File: src/hdl/assert_macros.svh
// Assertion macros shared by the ring load balancer RTL.
// Needs a clock i_clk and an active-low reset i_rst_n in the including scope.
`ifndef ASSERT_MACROS_SVH
`define ASSERT_MACROS_SVH

// Same-cycle implication
`define RLB_ASSERT_IMP(lbl, ante, cons) \
    lbl: assert property (@(posedge i_clk) disable iff (!i_rst_n) (ante) |-> (cons)) \
        else $error("rlb assertion failed");

// Next-cycle implication
`define RLB_ASSERT_NXT(lbl, ante, cons) \
    lbl: assert property (@(posedge i_clk) disable iff (!i_rst_n) (ante) |=> (cons)) \
        else $error("rlb assertion failed");

`endif

File: src/hdl/rlb_pkg.sv
// Package of the ring load balancer: sizes, register codes, reset values,
// and the command and status types between controller and datapath.
// No dependencies.
`default_nettype none
package rlb_pkg;

    localparam int TANKS_DEF     = 8;
    localparam int LOAD_BITS_DEF = 32;

    localparam int IDX_BITS      = 6;
    localparam int CFG_IDX_BITS  = 2;
    localparam int CFG_BITS      = 16;
    localparam int HOP_BITS      = 4;
    localparam int CNT_BITS      = 5;
    localparam int COST_BITS     = 32;
    localparam int OUT_BITS      = 32;

    localparam logic [CFG_IDX_BITS-1:0] CFG_THRESHOLD = 2'd0;
    localparam logic [CFG_IDX_BITS-1:0] CFG_OVER      = 2'd1;
    localparam logic [CFG_IDX_BITS-1:0] CFG_HOP       = 2'd2;

    localparam logic [CFG_BITS-1:0] THRESHOLD_RST = 16'd60;
    localparam logic [CFG_BITS-1:0] OVER_RST      = 16'd400;
    localparam logic [HOP_BITS-1:0] HOP_RST       = 4'd5;

    typedef enum logic [4:0] {
        OP_NONE,
        OP_LOAD,
        OP_MOD,
        OP_ADD,
        OP_COPY,
        OP_WAVE,
        OP_WAVE_END,
        OP_MIN_INIT,
        OP_MIN_STEP,
        OP_REM_INIT,
        OP_REM_STEP,
        OP_SHED_INIT,
        OP_SHED_STEP,
        OP_DIV,
        OP_AMT,
        OP_REL_INIT,
        OP_REL0,
        OP_REL1,
        OP_REL2,
        OP_REL3,
        OP_REL4,
        OP_REL5,
        OP_MM_INIT,
        OP_MM_STEP,
        OP_OUT
    } t_op;

    typedef struct packed {
        t_op op;
    } t_cmd;

    typedef struct packed {
        logic p_ok;
        logic wave_go;
        logic ex_nz;
        logic k_last;
        logic rem_go;
        logic shed_go;
        logic rn_nz;
        logic rel_go;
        logic div_done;
        logic out_free;
    } t_status;

endpackage
`default_nettype wire

File: src/hdl/rlb_ctrl.sv
// Controller of the ring load balancer: sequences one step through the
// datapath by rlb_pkg::t_op commands. Depends on rlb_pkg.
`default_nettype none
module rlb_ctrl (
    input  wire logic             i_clk,
    input  wire logic             i_rst_n,
    input  wire logic             i_in_valid,
    output logic                  o_in_ready,
    input  wire rlb_pkg::t_status i_status,
    output rlb_pkg::t_cmd         o_cmd
);
    typedef enum logic [4:0] {
        S_IDLE, S_MOD, S_ADD, S_COPY, S_WAVE_CHK, S_WAVE, S_WAVE_WAIT,
        S_REM_CHK, S_MIN_INIT, S_MIN, S_REM_INIT, S_REM, S_SHED_INIT, S_SHED,
        S_DIV, S_DIV_WAIT, S_REL_INIT, S_REL_CHK, S_REL0, S_REL1, S_REL2,
        S_REL3, S_REL4, S_REL5, S_MM_INIT, S_MM, S_OUT
    } t_state;

    t_state r_state;

    always_ff @(posedge i_clk) begin
        if (!i_rst_n) begin
            r_state <= S_IDLE;
        end else begin
            unique case (r_state)
                S_IDLE:      if (i_in_valid) r_state <= S_MOD;
                S_MOD:       if (i_status.p_ok) r_state <= S_ADD;
                S_ADD:       r_state <= S_COPY;
                S_COPY:      r_state <= S_WAVE_CHK;
                S_WAVE_CHK:  r_state <= i_status.wave_go ? S_WAVE : S_REM_CHK;
                S_WAVE:      r_state <= S_WAVE_WAIT;
                S_WAVE_WAIT: if (i_status.div_done) r_state <= S_WAVE_CHK;
                S_REM_CHK:   r_state <= i_status.ex_nz ? S_MIN_INIT : S_SHED_INIT;
                S_MIN_INIT:  r_state <= S_MIN;
                S_MIN:       if (i_status.k_last) r_state <= S_REM_INIT;
                S_REM_INIT:  r_state <= S_REM;
                S_REM:       if (!i_status.rem_go) r_state <= S_SHED_INIT;
                S_SHED_INIT: r_state <= S_SHED;
                S_SHED: begin
                    if (!i_status.shed_go)
                        r_state <= i_status.rn_nz ? S_DIV : S_MM_INIT;
                end
                S_DIV:       r_state <= S_DIV_WAIT;
                S_DIV_WAIT:  if (i_status.div_done) r_state <= S_REL_INIT;
                S_REL_INIT:  r_state <= S_REL_CHK;
                S_REL_CHK:   r_state <= i_status.rel_go ? S_REL0 : S_MM_INIT;
                S_REL0:      r_state <= S_REL1;
                S_REL1:      r_state <= S_REL2;
                S_REL2:      r_state <= S_REL3;
                S_REL3:      r_state <= S_REL4;
                S_REL4:      r_state <= S_REL5;
                S_REL5:      r_state <= S_REL_CHK;
                S_MM_INIT:   r_state <= S_MM;
                S_MM:        if (i_status.k_last) r_state <= S_OUT;
                S_OUT:       if (i_status.out_free) r_state <= S_IDLE;
                default:     r_state <= S_IDLE;
            endcase
        end
    end

    always_comb begin
        o_cmd.op = rlb_pkg::OP_NONE;
        unique case (r_state)
            S_IDLE:      if (i_in_valid) o_cmd.op = rlb_pkg::OP_LOAD;
            S_MOD:       o_cmd.op = rlb_pkg::OP_MOD;
            S_ADD:       o_cmd.op = rlb_pkg::OP_ADD;
            S_COPY:      o_cmd.op = rlb_pkg::OP_COPY;
            S_WAVE:      o_cmd.op = rlb_pkg::OP_WAVE;
            S_WAVE_WAIT: if (i_status.div_done) o_cmd.op = rlb_pkg::OP_WAVE_END;
            S_MIN_INIT:  o_cmd.op = rlb_pkg::OP_MIN_INIT;
            S_MIN:       o_cmd.op = rlb_pkg::OP_MIN_STEP;
            S_REM_INIT:  o_cmd.op = rlb_pkg::OP_REM_INIT;
            S_REM:       if (i_status.rem_go) o_cmd.op = rlb_pkg::OP_REM_STEP;
            S_SHED_INIT: o_cmd.op = rlb_pkg::OP_SHED_INIT;
            S_SHED:      if (i_status.shed_go) o_cmd.op = rlb_pkg::OP_SHED_STEP;
            S_DIV:       o_cmd.op = rlb_pkg::OP_DIV;
            S_DIV_WAIT:  if (i_status.div_done) o_cmd.op = rlb_pkg::OP_AMT;
            S_REL_INIT:  o_cmd.op = rlb_pkg::OP_REL_INIT;
            S_REL0:      o_cmd.op = rlb_pkg::OP_REL0;
            S_REL1:      o_cmd.op = rlb_pkg::OP_REL1;
            S_REL2:      o_cmd.op = rlb_pkg::OP_REL2;
            S_REL3:      o_cmd.op = rlb_pkg::OP_REL3;
            S_REL4:      o_cmd.op = rlb_pkg::OP_REL4;
            S_REL5:      o_cmd.op = rlb_pkg::OP_REL5;
            S_MM_INIT:   o_cmd.op = rlb_pkg::OP_MM_INIT;
            S_MM:        o_cmd.op = rlb_pkg::OP_MM_STEP;
            S_OUT:       if (i_status.out_free) o_cmd.op = rlb_pkg::OP_OUT;
            default:     o_cmd.op = rlb_pkg::OP_NONE;
        endcase
    end

    assign o_in_ready = r_state == S_IDLE;
endmodule
`default_nettype wire

File: config.mk
export PLATFORM = sky130hd
export DESIGN_NAME = rlb_ctrl
export DESIGN_NICKNAME = d
export VERILOG_FILES = /design/src/hdl/assert_macros.svh /design/src/hdl/rlb_pkg.sv /design/src/hdl/rlb_ctrl.sv
export SDC_FILE = /design/constraint.sdc
export NUM_CORES = 1
export LEC_CHECK = 0
export BUFFER_PORTS_ARGS = -buffer_cell sky130_fd_sc_hd__buf_4
export CAP_MARGIN = 20
export CORE_ASPECT_RATIO = 0.6
export CORE_MARGIN = 8
export CORE_UTILIZATION = 35
export DETAILED_ROUTE_END_ITERATION = 7
export SLEW_MARGIN = 20
export SYNTH_ARGS = -nofsm -noshare
export SYNTH_HDL_FRONTEND = slang
export SYNTH_SLANG_ARGS = --single-unit
File: constraint.sdc
create_clock -name i_clk -period 2.7 [get_ports i_clk]
set_input_delay 0.405 -clock i_clk [delete_from_list [all_inputs] [get_ports i_clk]]
set_output_delay 0.405 -clock i_clk [all_outputs]
set_load 0.01 [all_outputs]
==> out/qor.yml <==
gp_congestion: 0.934
slew_violations: 0
io_buffer_count: 18
skew_ns: 0.00103
rsz0062_at_grt: "no"
clock_power_share_pct: 23.1
ctsHtreeMaxLevel: 1
nNetsFinal: 165
final_util_pct: 46.8
grt_antenna_before_repair: 0
synth_cells: 134
core-area_sq_um: 2210
crit_buf_inv: 2
p_switching_uw: 248
final_antenna_net_count: 0
async_reset_ff_share_pct: 0
fmax_mhz: 410
wl_per_cell_um: 15.3
synth_cell_types: 42
viasPerCell: 5.88
die_x_um: 79.0
p_leak_nw: 0.393
regMostFlops: "r_state"
maxSlewHeadroom_pct: 54.0
cp_slowest_cell: "dfxtp_1"
path_delay_family: "flip-flops"
powerDensity_nw_per_um2: 562
die_h_um: 53.8
grt_overflow_total: 0
cts_resized: 0
clock_tree.root_cell: "clkbuf_8"
grt_usage_pct: 13.1
multiInputGateArea_sq_um: 639
tightest_slew_ns: 0.688
drtIter0Drc: 139
switching_share_pct: 42.7
layout-drive-gt1-share_pct: 21.9
clk_path_buf_depth: 2
yosysSeqAreaShare_pct: 12.0
setup_violations: 0
p_seq_share_pct: 19.0
synth.top_cells.by_count: "nor2_1 (17), nand2_1 (16), o21ai_0 (14), a21oi_1 (13)"
synth_top_area_cell: "dfxtp_1"
start_util_pct: 37.7
cts_tree: "yes"
syn_avg_cell_area_sq_um: 6.22
postCtsSetupBuffers: 0
clk_latency_ns: 0.22
finalCriticalPeriod_ns: 2.44
hold_buffers: 0
path_cells: "inv_1 -> nor2_1 -> nand3_1 -> a21oi_1 -> nor3_1 -> o311ai_0 -> buf_4"
vias: 1065
cap_violations: 0
status: "finished, final reports clean"
wl_um: 2760
startpoint_type: "register"
synth-seq-cells: 5
final.setup.tns_ns: 0
comb_power_share_pct: 57.9
cts_made_buffers: 3
synth_edf_count: 0
first_global_vias: 929
placementRows: 13
setup_slack_ns: 0.261
synth_nets: 147
yosysMostFrequentCell: "nor2_1"
dr.pass1.iters: 4
seq_area_sq_um: 100
intPower_uw: 333
dpl.hpwl_um: 2080
area_growth_pct: 24.3
synth_ff_type: "dfxtp_1"
crit_required_ns: 2.30
cp-end-kind: "output pin"
synthTopCellsByArea: "dfxtp_1 (12%), o21ai_0 (8.4%), a21oi_1 (7.8%)"
synth_top_area_share_pct: 12.0
slowest_delay_ns: 0.75
reg_top3: "r_state x5"
antenna_cells: 0
synth.cell_area_sq_um: 833
crit_arrival_ns: 2.03
clock-sinks: 5
hp-class: "input port to register"
post-place-ws_ns: 0.529
grt_pass1_wl_um: 4540
finalCritPeriodShare_pct: 90.3
io_pins: 19
cp_max_fo: 20
hold_violations: 0
die_area_sq_um: 4250
drc: 0
ys_warn_count: 0
largest_reg_flops: 5
nFillCells: 234
grt_max_degree: 24
max-vdd-ir-drop_mv: 0.475
path_class: "register to output pin"
clk_pin_slew_ns: 0.03
[worst register-to-register path, delay by kind of cell (launching register included)]
kind	cells	cell delay [ns]
compound gates	3	0.56
flops	1	0.75
simple gates	3	0.71
[path summary, 6_finish.rpt]
kind	start	slack [ns]	cells after the start	end
setup / recovery	r_state[3]	0.26	7	o_cmd[2]
hold / removal	i_rst_n	0.47	3	r_state[1]
setup reg to reg	r_state[3]	0.54	6	r_state[4]
hold reg to reg	r_state[0]	0.66	2	r_state[0]
[cell families after synthesis]
| family | after synthesis | synth area share (%) |
|---|---|---|
| flip-flops | 5 | 12.0 |
| AND/OR/NAND/NOR | 56 | 33.3 |
| AO/OA/AOI/OAI | 53 | 42.3 |
| XOR/XNOR | 1 | 1.05 |
| buffers and inverters | 19 | 11.3 |
[layout make-up]
class                           count  area share (%)
Inverter                            7            2.54
Tap cell                           30            3.62
Sequential cell                     5            9.66
Timing Repair Buffer               25            18.1
Multi-Input combinational cell    110            61.7
Clock buffer                        4            4.35
[power by group through the flow]
| stage | combinational (mW) | sequential [mW] | clock [mW] |
|---|---|---|---|
| after floorplan | 0.243 | 0.0916 | 0 |
| after detailed placement | 0.332 | 0.111 | 0 |
| final | 0.337 | 0.110 | 0.134 |
| after global routing | 0.368 | 0.113 | 0.146 |
| after CTS | 0.332 | 0.110 | 0.138 |
| after global placement | 0.334 | 0.111 | 0 |
[metal layers]
metal  up-vias  share of wire (%)  track usage [%]
met2        58                 40             18.9
met1       473                 49             19.6
li1        534                  -                -
met5         -                  0                0
met3         0                 11             2.82
met4         0                  0             1.83
[layout by cell type (no fill, tap or decap), types with 3 or more instances in the layout]
cell type / Yosys / layout
a211oi_1: 3 / 3
nor3_1: 4 / 4
o32ai_1: 3 / 3
nor2_1: 17 / 17
buf_4: 2 / 25
nand2b_1: 3 / 3
nand3_1: 6 / 6
clkbuf_8: 0 / 3
inv_1: 6 / 6
dfxtp_1: 5 / 5
o22ai_1: 3 / 3
a21oi_1: 13 / 13
nand2_1: 16 / 16
o21ai_0: 14 / 14
[stage by stage]
| step | power, mW | cell area [sq um] | hold WS, ns | std cells |
|---|---|---|---|---|
| final | 0.582 | 1040 | 0.468 | 181 |
| after global routing | 0.626 | 1040 | 0.486 | 181 |
| after CTS | 0.580 | 1040 | 0.459 | 181 |
| after detailed placement | 0.443 | 991 | 0.656 | 177 |
| after global placement | 0.445 | 991 | 0.648 | 177 |
| after floorplan | 0.334 | 833 | 0.540 | 134 |
Note: power is estimated with default switching activity, not from simulation.
