===== config.mk =====
export PLATFORM = sky130hd
export DESIGN_NAME = rlb_datapath
export DESIGN_NICKNAME = d
export VERILOG_FILES = /design/src/hdl/assert_macros.svh /design/src/hdl/rlb_pkg.sv /design/src/hdl/rlb_div.sv /design/src/hdl/rlb_datapath.sv
export SDC_FILE = /design/constraint.sdc
export NUM_CORES = 2
export LEC_CHECK = 0
export BUFFER_PORTS_ARGS = -buffer_cell sky130_fd_sc_hd__buf_2
export CAP_MARGIN = 15
export CORE_ASPECT_RATIO = 1.25
export CORE_MARGIN = 1.5
export CORE_UTILIZATION = 66
export CTS_CLUSTER_SIZE = 25
export DETAILED_ROUTE_END_ITERATION = 7
export PLACE_DENSITY = 0.83
export SLEW_MARGIN = 0
export SYNTH_ARGS = -nofsm -noshare
export SYNTH_HDL_FRONTEND = slang
export SYNTH_SLANG_ARGS = --single-unit
export TNS_END_PERCENT = 10

===== constraint.sdc =====
create_clock -name i_clk -period 10.3 [get_ports i_clk]
set_clock_uncertainty 0.1 [all_clocks]
set_input_delay 1.03 -clock i_clk [delete_from_list [all_inputs] [get_ports i_clk]]
set_output_delay 1.03 -clock i_clk [all_outputs]
set_load 0.005 [all_outputs]

===== src/hdl/assert_macros.svh =====
// Assertion macros shared by the ring load balancer RTL.
// Needs a clock i_clk and an active-low reset i_rst_n in the including scope.
`ifndef ASSERT_MACROS_SVH
`define ASSERT_MACROS_SVH

// Same-cycle implication
`define RLB_ASSERT_IMP(lbl, ante, cons) \
    lbl: assert property (@(posedge i_clk) disable iff (!i_rst_n) (ante) |-> (cons)) \
        else $error("rlb assertion failed");

// Next-cycle implication
`define RLB_ASSERT_NXT(lbl, ante, cons) \
    lbl: assert property (@(posedge i_clk) disable iff (!i_rst_n) (ante) |=> (cons)) \
        else $error("rlb assertion failed");

`endif


===== src/hdl/rlb_pkg.sv =====
// Package of the ring load balancer: sizes, register codes, reset values,
// and the command and status types between controller and datapath.
// No dependencies.
`default_nettype none
package rlb_pkg;

    localparam int TANKS_DEF     = 8;
    localparam int LOAD_BITS_DEF = 32;

    localparam int IDX_BITS      = 6;
    localparam int CFG_IDX_BITS  = 2;
    localparam int CFG_BITS      = 16;
    localparam int HOP_BITS      = 4;
    localparam int CNT_BITS      = 5;
    localparam int COST_BITS     = 32;
    localparam int OUT_BITS      = 32;

    localparam logic [CFG_IDX_BITS-1:0] CFG_THRESHOLD = 2'd0;
    localparam logic [CFG_IDX_BITS-1:0] CFG_OVER      = 2'd1;
    localparam logic [CFG_IDX_BITS-1:0] CFG_HOP       = 2'd2;

    localparam logic [CFG_BITS-1:0] THRESHOLD_RST = 16'd60;
    localparam logic [CFG_BITS-1:0] OVER_RST      = 16'd400;
    localparam logic [HOP_BITS-1:0] HOP_RST       = 4'd5;

    typedef enum logic [4:0] {
        OP_NONE,
        OP_LOAD,
        OP_MOD,
        OP_ADD,
        OP_COPY,
        OP_WAVE,
        OP_WAVE_END,
        OP_MIN_INIT,
        OP_MIN_STEP,
        OP_REM_INIT,
        OP_REM_STEP,
        OP_SHED_INIT,
        OP_SHED_STEP,
        OP_DIV,
        OP_AMT,
        OP_REL_INIT,
        OP_REL0,
        OP_REL1,
        OP_REL2,
        OP_REL3,
        OP_REL4,
        OP_REL5,
        OP_MM_INIT,
        OP_MM_STEP,
        OP_OUT
    } t_op;

    typedef struct packed {
        t_op op;
    } t_cmd;

    typedef struct packed {
        logic p_ok;
        logic wave_go;
        logic ex_nz;
        logic k_last;
        logic rem_go;
        logic shed_go;
        logic rn_nz;
        logic rel_go;
        logic div_done;
        logic out_free;
    } t_status;

endpackage
`default_nettype wire


===== src/hdl/rlb_div.sv =====
// Restoring divider, one quotient bit per cycle, 16-bit divisor.
// Uses no package items.
`default_nettype none
module rlb_div #(
    parameter int W = 32
) (
    input  wire logic         i_clk,
    input  wire logic         i_rst_n,
    input  wire logic         i_start,
    input  wire logic [W-1:0] i_dividend,
    input  wire logic [15:0]  i_divisor,
    output logic              o_done,
    output logic [W-1:0]      o_quotient
);
    localparam int CW = $clog2(W + 1);

    logic [CW-1:0] r_cnt;
    logic          r_done;
    logic [15:0]   r_rem;
    logic [15:0]   r_dvs;
    logic [W-1:0]  r_quo;
    logic [16:0]   w_trial;
    logic          w_fit;

    assign w_trial = {r_rem, r_quo[W-1]};
    assign w_fit   = w_trial >= {1'b0, r_dvs};

    always_ff @(posedge i_clk) begin
        if (!i_rst_n) begin
            r_cnt  <= '0;
            r_done <= 1'b0;
        end else if (i_start) begin
            r_cnt  <= CW'(W);
            r_done <= 1'b0;
        end else if (r_cnt != '0) begin
            r_cnt  <= r_cnt - 1'b1;
            r_done <= (r_cnt == CW'(1));
        end else begin
            r_done <= 1'b0;
        end
    end

    always_ff @(posedge i_clk) begin
        if (i_start) begin
            r_rem <= '0;
            r_dvs <= i_divisor;
            r_quo <= i_dividend;
        end else if (r_cnt != '0) begin
            // remainder stays below the divisor, so 16 bits hold it
            r_rem <= w_fit ? 16'(w_trial - {1'b0, r_dvs}) : w_trial[15:0];
            r_quo <= {r_quo[W-2:0], w_fit};
        end
    end

    assign o_done     = r_done;
    assign o_quotient = r_quo;
endmodule
`default_nettype wire


===== src/hdl/rlb_datapath.sv =====
// Datapath of the ring load balancer: tank and scratch registers, counters,
// configuration and output registers. Executes one rlb_pkg::t_op a cycle.
// Depends on rlb_pkg and rlb_div.
`default_nettype none
module rlb_datapath #(
    parameter int TANKS     = rlb_pkg::TANKS_DEF,
    parameter int LOAD_BITS = rlb_pkg::LOAD_BITS_DEF
) (
    input  wire logic                              i_clk,
    input  wire logic                              i_rst_n,
    input  wire rlb_pkg::t_cmd                     i_cmd,
    output rlb_pkg::t_status                       o_status,
    input  wire logic [rlb_pkg::IDX_BITS-1:0]      i_tank_index,
    input  wire logic                              i_cfg_we,
    input  wire logic [rlb_pkg::CFG_IDX_BITS-1:0]  i_cfg_idx,
    input  wire logic [rlb_pkg::CFG_BITS-1:0]      i_cfg_data,
    input  wire logic                              i_out_ready,
    output logic                                   o_out_valid,
    output logic [rlb_pkg::COST_BITS-1:0]          o_step_cost,
    output logic [rlb_pkg::OUT_BITS-1:0]           o_max_load,
    output logic [rlb_pkg::OUT_BITS-1:0]           o_min_load
);
    localparam int W  = LOAD_BITS;
    localparam int IW = $clog2(TANKS);
    localparam int AW = LOAD_BITS + 5;
    localparam int NB = rlb_pkg::CNT_BITS;
    localparam int CB = rlb_pkg::COST_BITS;

    function automatic logic [IW-1:0] f_inc(input logic [IW-1:0] x);
        return (x == IW'(TANKS - 1)) ? '0 : IW'(x + 1'b1);
    endfunction

    function automatic logic [W-1:0] f_sat(input logic [W-1:0] a, input logic [W-1:0] b);
        logic [W:0] s;
        s = {1'b0, a} + {1'b0, b};
        return s[W] ? '1 : s[W-1:0];
    endfunction

    function automatic logic [CB-1:0] f_cost(input logic [CB-1:0] c, input logic [W-1:0] a);
        logic [CB:0] s;
        s = {1'b0, c} + (CB+1)'(a);
        return s[CB] ? '1 : s[CB-1:0];
    endfunction

    function automatic logic [W-1:0] f_shed(input logic [W-1:0] v,
                                            input logic [15:0] th,
                                            input logic [15:0] ov);
        logic [32:0] ve;
        logic [32:0] d;
        ve = 33'(v);
        d  = ve - 33'(th);
        if (ve <= 33'(th))
            return '0;
        else if (ve > 33'(ov))
            return W'(d >> 1);
        else
            return W'(d);
    endfunction

    // configuration
    logic [15:0]                   r_th;
    logic [15:0]                   r_over;
    logic [rlb_pkg::HOP_BITS-1:0]  r_hop;
    logic [15:0]                   w_th;

    logic [W-1:0]    r_tank [TANKS];
    logic [W-1:0]    r_scr  [TANKS];
    logic [W-1:0]    w_up   [TANKS];
    logic [W-1:0]    w_dn   [TANKS];

    logic [rlb_pkg::IDX_BITS-1:0] r_p;
    logic [IW-1:0]   w_p;
    logic [IW-1:0]   r_a, r_b, r_s, r_k, r_mi, r_c, r_far, r_nb, r_dest, r_nxt;
    logic [NB-1:0]   r_lc, r_ex, r_j, r_i;
    logic [AW-1:0]   r_acc;
    logic [W-1:0]    r_v, r_amt, r_mx, r_mn;
    logic [W-1:0]    r_omx, r_omn;
    logic [CB-1:0]   r_moved;
    logic            r_ov;
    logic [CB-1:0]   r_cost;

    // wave terms
    logic [IW-1:0]   w_wb;
    logic [W-1:0]    w_mv;
    logic [W-1:0]    w_nb_val;
    // shift to successor
    logic [IW-1:0]   w_from, w_to;
    logic [W-1:0]    w_amt;
    // relocate terms
    logic [IW-1:0]   w_dest2;

    // divider
    logic            w_div_start;
    logic [W-1:0]    w_div_a;
    logic [15:0]     w_div_b;
    logic            w_div_done;
    logic [W-1:0]    w_div_q;
    logic [NB-1:0]   w_ex;

    assign w_th = (r_th == '0) ? 16'd1 : r_th;
    assign w_p  = r_p[IW-1:0];

    for (genvar g = 0; g < TANKS; g++) begin : g_nb
        if (g == TANKS - 1) begin : g_last
            assign w_up[g] = r_tank[g];
        end else begin : g_mid
            assign w_up[g] = r_tank[g+1];
        end
        if (g == 0) begin : g_first
            assign w_dn[g] = r_tank[g];
        end else begin : g_rest
            assign w_dn[g] = r_tank[g-1];
        end
    end

    assign w_wb     = f_inc(r_a);
    assign w_mv     = f_shed(r_scr[r_a], w_th, r_over);
    assign w_nb_val = f_sat(r_tank[w_wb], w_mv);
    assign w_dest2  = (r_nb < r_a) ? IW'(r_a - 1'b1) : r_a;

    always_comb begin
        unique case (i_cmd.op)
            rlb_pkg::OP_REL2: begin
                w_from = r_nb;
                w_amt  = r_tank[r_nb];
            end
            rlb_pkg::OP_REL5: begin
                w_from = r_dest;
                w_amt  = r_amt;
            end
            default: begin
                w_from = r_s;
                w_amt  = f_shed(r_tank[r_s], w_th, r_over);
            end
        endcase
        w_to = f_inc(w_from);
    end

    assign w_div_start = (i_cmd.op == rlb_pkg::OP_WAVE) || (i_cmd.op == rlb_pkg::OP_DIV);
    assign w_div_a     = (i_cmd.op == rlb_pkg::OP_WAVE) ? w_nb_val : r_scr[r_a];
    assign w_div_b     = (i_cmd.op == rlb_pkg::OP_WAVE) ? w_th : 16'(r_j);

    // quotient minus one, held at 31 since it only meets counts up to 16
    assign w_ex = (w_div_q == '0) ? '0 :
                  (w_div_q >= W'(32)) ? NB'(31) : NB'(w_div_q - 1'b1);

    rlb_div #(.W(W)) u_div (
        .i_clk      (i_clk),
        .i_rst_n    (i_rst_n),
        .i_start    (w_div_start),
        .i_dividend (w_div_a),
        .i_divisor  (w_div_b),
        .o_done     (w_div_done),
        .o_quotient (w_div_q)
    );

    always_ff @(posedge i_clk) begin
        if (!i_rst_n) begin
            r_th   <= rlb_pkg::THRESHOLD_RST;
            r_over <= rlb_pkg::OVER_RST;
            r_hop  <= rlb_pkg::HOP_RST;
        end else if (i_cfg_we) begin
            unique case (i_cfg_idx)
                rlb_pkg::CFG_THRESHOLD: r_th   <= i_cfg_data;
                rlb_pkg::CFG_OVER:      r_over <= i_cfg_data;
                rlb_pkg::CFG_HOP:       r_hop  <= i_cfg_data[rlb_pkg::HOP_BITS-1:0];
                default: ;
            endcase
        end
    end

    // tank loads and output handshake
    always_ff @(posedge i_clk) begin
        if (!i_rst_n) begin
            for (int k = 0; k < TANKS; k++)
                r_tank[k] <= '0;
            r_ov <= 1'b0;
        end else begin
            if (i_cmd.op == rlb_pkg::OP_OUT)
                r_ov <= 1'b1;
            else if (r_ov && i_out_ready)
                r_ov <= 1'b0;
            unique case (i_cmd.op)
                rlb_pkg::OP_ADD: r_tank[w_p] <= f_sat(r_tank[w_p], W'(1));
                rlb_pkg::OP_SHED_STEP, rlb_pkg::OP_REL2, rlb_pkg::OP_REL5: begin
                    if (r_tank[w_from] >= w_amt) begin
                        r_tank[w_from] <= r_tank[w_from] - w_amt;
                        r_tank[w_to]   <= f_sat(r_tank[w_to], w_amt);
                    end
                end
                rlb_pkg::OP_REL0: begin
                    for (int k = 0; k < TANKS; k++)
                        if (IW'(k) >= r_far) r_tank[k] <= w_up[k];
                end
                rlb_pkg::OP_REL1: begin
                    for (int k = 0; k < TANKS; k++)
                        if (IW'(k) > r_nb) r_tank[k] <= w_dn[k];
                        else if (IW'(k) == r_nb) r_tank[k] <= r_v;
                end
                rlb_pkg::OP_REL3: begin
                    for (int k = 0; k < TANKS; k++)
                        if (IW'(k) >= r_nb) r_tank[k] <= w_up[k];
                end
                rlb_pkg::OP_REL4: begin
                    for (int k = 0; k < TANKS; k++)
                        if (IW'(k) > r_nxt) r_tank[k] <= w_dn[k];
                        else if (IW'(k) == r_nxt) r_tank[k] <= '0;
                end
                default: ;
            endcase
        end
    end

    // working registers
    always_ff @(posedge i_clk) begin
        unique case (i_cmd.op)
            rlb_pkg::OP_LOAD: begin
                r_p     <= i_tank_index;
                r_moved <= '0;
                r_ex    <= '0;
                r_lc    <= '0;
                r_j     <= '0;
            end
            rlb_pkg::OP_MOD: begin
                if (!o_status.p_ok) r_p <= r_p - rlb_pkg::IDX_BITS'(TANKS);
            end
            rlb_pkg::OP_COPY: begin
                for (int k = 0; k < TANKS; k++)
                    r_scr[k] <= r_tank[k];
                r_a <= w_p;
            end
            rlb_pkg::OP_WAVE: begin
                r_scr[r_a]  <= (r_tank[r_a] >= w_mv) ? r_tank[r_a] - w_mv : '0;
                r_scr[w_wb] <= w_nb_val;
                r_b         <= w_wb;
            end
            rlb_pkg::OP_WAVE_END: begin
                r_ex <= w_ex;
                r_lc <= r_lc + 1'b1;
                r_a  <= r_b;
            end
            rlb_pkg::OP_MIN_INIT, rlb_pkg::OP_MM_INIT: begin
                r_k  <= IW'(1);
                r_mi <= '0;
                r_mx <= r_tank[0];
                r_mn <= r_tank[0];
            end
            rlb_pkg::OP_MIN_STEP: begin
                if (r_tank[r_k] < r_tank[r_mi]) r_mi <= r_k;
                r_k <= IW'(r_k + 1'b1);
            end
            rlb_pkg::OP_REM_INIT: begin
                r_acc <= AW'(r_tank[r_mi]);
                r_c   <= f_inc(r_mi);
            end
            rlb_pkg::OP_REM_STEP: begin
                r_acc <= r_acc + AW'(r_tank[r_c]);
                r_c   <= f_inc(r_c);
                r_j   <= r_j + 1'b1;
            end
            rlb_pkg::OP_SHED_INIT: begin
                r_s <= w_p;
                r_i <= '0;
            end
            rlb_pkg::OP_SHED_STEP: begin
                if (r_tank[w_from] >= w_amt) r_moved <= f_cost(r_moved, w_amt);
                r_s <= f_inc(r_s);
                r_i <= r_i + 1'b1;
            end
            rlb_pkg::OP_AMT: r_amt <= w_div_q;
            rlb_pkg::OP_REL_INIT: begin
                r_far <= f_inc(r_mi);
                r_i   <= '0;
            end
            rlb_pkg::OP_REL0: begin
                r_v  <= r_tank[r_far];
                r_nb <= (r_far == '0) ? IW'(TANKS - 2) : IW'(r_far - 1'b1);
            end
            rlb_pkg::OP_REL1: r_moved <= f_cost(r_moved, r_v);
            rlb_pkg::OP_REL2: begin
                if (r_tank[w_from] >= w_amt) r_moved <= f_cost(r_moved, w_amt);
            end
            rlb_pkg::OP_REL3: begin
                r_dest <= w_dest2;
                r_nxt  <= f_inc(w_dest2);
            end
            rlb_pkg::OP_REL5: begin
                if (r_tank[w_from] >= w_amt) r_moved <= f_cost(r_moved, w_amt);
                r_far <= f_inc(r_far);
                r_i   <= r_i + 1'b1;
            end
            rlb_pkg::OP_MM_STEP: begin
                if (r_tank[r_k] > r_mx) r_mx <= r_tank[r_k];
                if (r_tank[r_k] < r_mn) r_mn <= r_tank[r_k];
                r_k <= IW'(r_k + 1'b1);
            end
            rlb_pkg::OP_OUT: begin
                // hold the result apart from the scan registers of the next step
                r_cost <= f_cost(r_moved, W'(1));
                r_omx  <= r_mx;
                r_omn  <= r_mn;
            end
            default: ;
        endcase
    end

    always_comb begin
        o_status.p_ok     = {1'b0, r_p} < (rlb_pkg::IDX_BITS+1)'(TANKS);
        o_status.wave_go  = (r_lc <= NB'(r_hop)) && (r_ex <= NB'(r_hop));
        o_status.ex_nz    = r_ex != '0;
        o_status.k_last   = r_k == IW'(TANKS - 1);
        o_status.rem_go   = (r_acc <= AW'(r_scr[f_inc(r_a)])) && (r_j <= r_ex)
                            && (r_j <= NB'(r_hop));
        o_status.shed_go  = r_i <= r_lc;
        o_status.rn_nz    = r_j != '0;
        o_status.rel_go   = r_i <= r_j;
        o_status.div_done = w_div_done;
        o_status.out_free = !r_ov || i_out_ready;
    end

    assign o_out_valid = r_ov;
    assign o_step_cost = r_cost;
    assign o_max_load  = rlb_pkg::OUT_BITS'(r_omx);
    assign o_min_load  = rlb_pkg::OUT_BITS'(r_omn);
endmodule
`default_nettype wire


==> results of run 1 <==
routing by layer:
layer | GRT overflow | GRT usage [%]
met1 | 2 | 77.5
met3 | 0 | 61.1
met5 | 0 | 28.5
met2 | 36 | 88.7
met4 | 39 | 69.3
through the flow:
step | setup slack [ns] | utilization, %
after CTS | 0.0337 | 71.7
after detailed placement | 0.0266 | 69.1
after global placement | -0.567 | 69.1
after floorplan | 1.04 | -
timing repair:
item / CTS
setup endpoints to repair: 27
setup buffers: 0
resized for setup: 1
cells by family after synthesis:
kind of cell	synth area share, %
compound gates	21.2
simple gates	14.1
buf+inv	5.26
flops	31.2
mux	18.6
fa+ha+maj	6.84
xor+xnor	2.81
==> metrics.yaml, run 1 <==
track_usage_pct: 74.7
die_width_um: 338
placed_area_mm2: 0.0962
synth-edff-count: 909
rows: 153
synth_cell_types: 108
die_y_um: 422
grt_pass1_vias: 100262
syn_area_mm2: 0.0926
holdBufCountCts: 0
yosys_warnings: 0
cts_sinks: 990
place_hpwl_um: 342000
post-place-cells: 11280
grt_max_degree: 134
netlist.area_leader.share_pct: 29.5
synthArstFlopShare_pct: 0
htree_levels: 3
ys_seq_elements: 990
io_buffers: 139
seq_area_frac_synth_pct: 31.2
syn_nets: 10280
haltStage: "5_1_grt"
grt_overflow: 77
syn-instance-count: 9747
synthTopCellsByArea: "edfxtp_1 (29%), mux4_2 (14%), ha_1 (6.6%), nand2_1 (4.9%), clkbuf_1 (3.3%)"
ios: 140
clockRootBuffer: "clkbuf_16"
synth.avg_cell_area_um2: 9.50
status: "stopped before the end"
grt_pass1_wl_um: 756000
synthTopCellsByCount: "nand2_1 (1202), edfxtp_1 (909), clkbuf_1 (813), o21ai_0 (577), mux4_2 (571)"
yosysMostFrequentCell: "nand2_1"
synth-main-ff-cell: "edfxtp_1"
start_util_pct: 66.5
error_line: "[ERROR GRT-0116] Global routing finished with congestion. Check the congestion regions in the DRC Viewer."
cts_buffers: 109
cts_max_path_buffers: 3
yosysTopAreaCell: "edfxtp_1"
place.gp.congestion: 1.24
==> inputs of run 2 (changes only) <==
--- a/config.mk
+++ b/config.mk
@@ -7,12 +7,10 @@
 export LEC_CHECK = 0
 export BUFFER_PORTS_ARGS = -buffer_cell sky130_fd_sc_hd__buf_2
 export CAP_MARGIN = 15
-export CORE_ASPECT_RATIO = 1.25
 export CORE_MARGIN = 1.5
-export CORE_UTILIZATION = 66
-export CTS_CLUSTER_SIZE = 25
+export CORE_UTILIZATION = 40
 export DETAILED_ROUTE_END_ITERATION = 7
-export PLACE_DENSITY = 0.83
+export PLACE_DENSITY_LB_ADDON = 0.15
 export SLEW_MARGIN = 0
 export SYNTH_ARGS = -nofsm -noshare
 export SYNTH_HDL_FRONTEND = slang
==> run 2 against run 1 <==
The flow now finishes, with violations (DRC); synthesized area stayed put; synthesized cell count stayed put.
==> metrics.yaml, run 2 <==
drt_first_iter_violations: 17138
io_buffers: 139  # unchanged
area_growth_pct: 11.2
cts_setup_buffers: 0  # unchanged
finalSetupTns_ns: 0
ys_seq_elements: 990  # unchanged
yosysTopAreaCell: "edfxtp_1"
grt_overflow: 0
grt_pass1_vias: 89435
synthArstFlopShare_pct: 0  # unchanged
p_per_area_mw_per_mm2: 157
final_cell_area_mm2: 0.103
rows: 176  # +15%
coreArea_mm2: 0.230
dr.pass1.iters: 8
layout_commonest_cell: "nand2_1"
yosys.area_share.simple_pct: 14.1  # unchanged
die_y_um: 484  # +15%
synth_mux_area_share_pct: 18.6  # unchanged
synth_cell_types: 108  # unchanged
fmax_mhz: 97.1
cp-end-kind: "flip-flop"
crit_chain: "buf_6 > mux4_2 > mux2_2 > ha_1 > nand4_1 > or2_2 > or2_2 > o2111ai_2 > clkinv_1 > nor2_4 > a221oi_1 > ha_1 > nand4_1 > or3_1 > a311oi_2 > nand4b_1 > o2111ai_4 > buf_4 > o32ai_2 > buf_4 > nor2_1 > nand4_1 > buf_4"
final_cell_mix: "nand2_1 (1181), edfxtp_1 (909), o21ai_0 (572), mux4_2 (571), buf_4 (548)"
slew-limit-headroom_pct: 9.10
critical_path.max_stage_delay_ns: 0.83
yosysMostFrequentCell: "nand2_1"
route.met2.wl_um: 216000
yosys_warnings: 0  # unchanged
finalWirelength_um: 543000
grt_pass1_wl_um: 735000
top_regs: "r_scr: 256 flops, r_tank: 256 flops, r_acc: 37 flops"
synthTopCellsByCount: "nand2_1 (1202), edfxtp_1 (909), clkbuf_1 (813), o21ai_0 (577), mux4_2 (571)"
worst-setup-path-type: "reg -> reg"
syn_area_mm2: 0.0926  # unchanged
syn_nets: 10280  # unchanged
die_area_mm2: 0.234
fillers: 21939
cts_max_path_buffers: 3  # unchanged
synth.avg_cell_area_um2: 9.50  # unchanged
clk_latency_ns: 0.84
ff2ff_path_depth: 23
synth_compound_area_share_pct: 21.2  # unchanged
synth_xor_area_share_pct: 2.81  # unchanged
post-route-period-util_pct: 99.9
vias: 96571
violations: "DRC"
place.gp.congestion: 1.08  # -13%
worstPathMaxFanout: 46
required_ns: 10.70
start_kind: "flip-flop"
netlist.area_leader.share_pct: 29.5  # unchanged
htree_levels: 4  # +1
grt_max_degree: 134
place_hpwl_um: 389000  # +13%
wl_met3_um: 80100
reg2reg_to: "r_tank[7][6]"
synth-main-ff-cell: "edfxtp_1"
ant_nets: 0
routed.top_layer: "met5"
final_nets: 10159
placed_area_mm2: 0.0982  # +2.1%
holdBufCountCts: 0  # unchanged
clockRootBuffer: "clkbuf_16"
ios: 140  # unchanged
setup_viol: 0
syn-instance-count: 9747  # unchanged
hold_violations: 0
min_period_ns: 10.29
viasPerCell: 7.54
synthTopCellsByArea: "edfxtp_1 (29%), mux4_2 (14%), ha_1 (6.6%), nand2_1 (4.9%), clkbuf_1 (3.3%)"
clk_pin_slew_ns: 0.06
crit_arrival_ns: 10.70
slowest_stage: "dfxtp_2"
whs_ns: 0.344
die_width_um: 484  # +43%
fin_util_pct: 44.8
rsz0062_at_grt: "false"
drive_gt1_share_pct: 19.5
cp-endpoint: "r_tank[7][6]"
wl_met1_um: 191000
track_usage_pct: 44.7
max_cap_violations: 0
synth_top_family_by_area: "compound AO/OA/AOI/OAI gates"
cts_buffers: 133  # +22%
slew_violations: 0
remaining_drc_errors: 33
antenna_found_initial: 73
synth-edff-count: 909  # unchanged
worst_pin_slew_ns: 1.36
p_leak_nw: 38.8
synth_fa_ha_area_share_pct: 6.84  # unchanged
start_util_pct: 40.3  # -26 points
status: "finished with violations"
cts_sinks: 990  # unchanged
hold_path.class: "in -> reg"
wl_per_cell_um: 42.4
rrSetupSlack_ns: 0.006
seq_area_frac_synth_pct: 31.2  # unchanged
cts_tree: "built"
ir_drop_v: 0.000131
==> run 2: cells by family (layout without fill, tap and decap cells) <==
| logic type | after synthesis | after routing |
|---|---|---|
| AOI/OAI and AO/OA | 2908 | 2908 |
| xor gates and xnor gates | 297 | 297 |
| muxes | 970 | 970 |
| DFF | 990 | 990 |
| adders and majority gates | 500 | 500 |
| and+or+nand+nor | 2838 | 2839 |
| other | 0 | 50 |
| buffers and inverters | 1244 | 1228 |
==> run 2: critical path, delay by kind of cell (launching register included) <==
kind,cells,cell delay (ns)
adder cells (fa/ha/maj),2,0.85
AND/OR/NAND/NOR,9,2.96
flip-flops,1,0.83
buffers and inverters,5,2.44
AO/OA/AOI/OAI,5,1.83
multiplexers,2,0.83
==> run 2: metal layers <==
metal	global-route usage, %	up-vias
li1	-	37880
met1	53.5	47454
met2	62.0	8738
met3	19.1	2441
met4	36.2	58
met5	0.429	-
==> run 2: how the worst min path moves through the flow <==
| stage | from | end | depth (start not counted) | slack, ns |
|---|---|---|---|---|
| 2_1_floorplan | r_mx[10] | o_max_load[10] | 0 | 0.33 |
| 5_1_grt | i_cfg_data[8] | r_over[8] | 3 | 0.35 |
| 3_3_place_gp | r_mn[5] | o_min_load[5] | 0 | 0.34 |
| 4_1_cts | i_cfg_data[8] | r_over[8] | 3 | 0.32 |
| 6_report | i_cfg_data[8] | r_over[8] | 3 | 0.34 |
| 3_5_place_dp | r_mn[5] | o_min_load[5] | 0 | 0.34 |
==> run 2: cell type report <==
cell class / instances / area (um2) / share of cell area (%)
tap: 3026 / 3790 / 3.68
sequential: 990 / 29000 / 28.2
clock inverter: 72 / 771 / 0.749
inverter: 269 / 1010 / 0.985
clock buffer: 169 / 3540 / 3.44
timing repair buffer: 718 / 5320 / 5.17
multi-input combinational: 7514 / 59400 / 57.7
antenna: 50 / 125 / 0.122
==> run 2: through the flow <==
step	total power, mW	worst slack [ns]	cells
2_1_floorplan	8.65	1.04	9747
3_3_place_gp	11.0	-0.813	12501
3_5_place_dp	11.0	-0.832	12504
4_1_cts	15.8	0.000216	12745
5_1_grt	16.5	0.0424	12770
6_report	16.2	0.00588	12808
==> run 2: where the power goes <==
| part | total [mW] | switching, mW | internal, mW |
|---|---|---|---|
| Clock | 4.84 | 2.13 | 2.71 |
| Sequential | 5.04 | 0.323 | 4.72 |
| Combinational | 6.28 | 4.22 | 2.06 |
| Total | 16.2 | 6.67 | 9.48 |
==> run 2: repair_timing <==
action                                  CTS  global route
hold endpoints to repair                  0             0
pin swaps                                 0             1
endpoints found under the setup margin  372           371
cloned                                    0             1
resized for setup                         7            14
No activity file was read; power rests on OpenSTA's default activity.
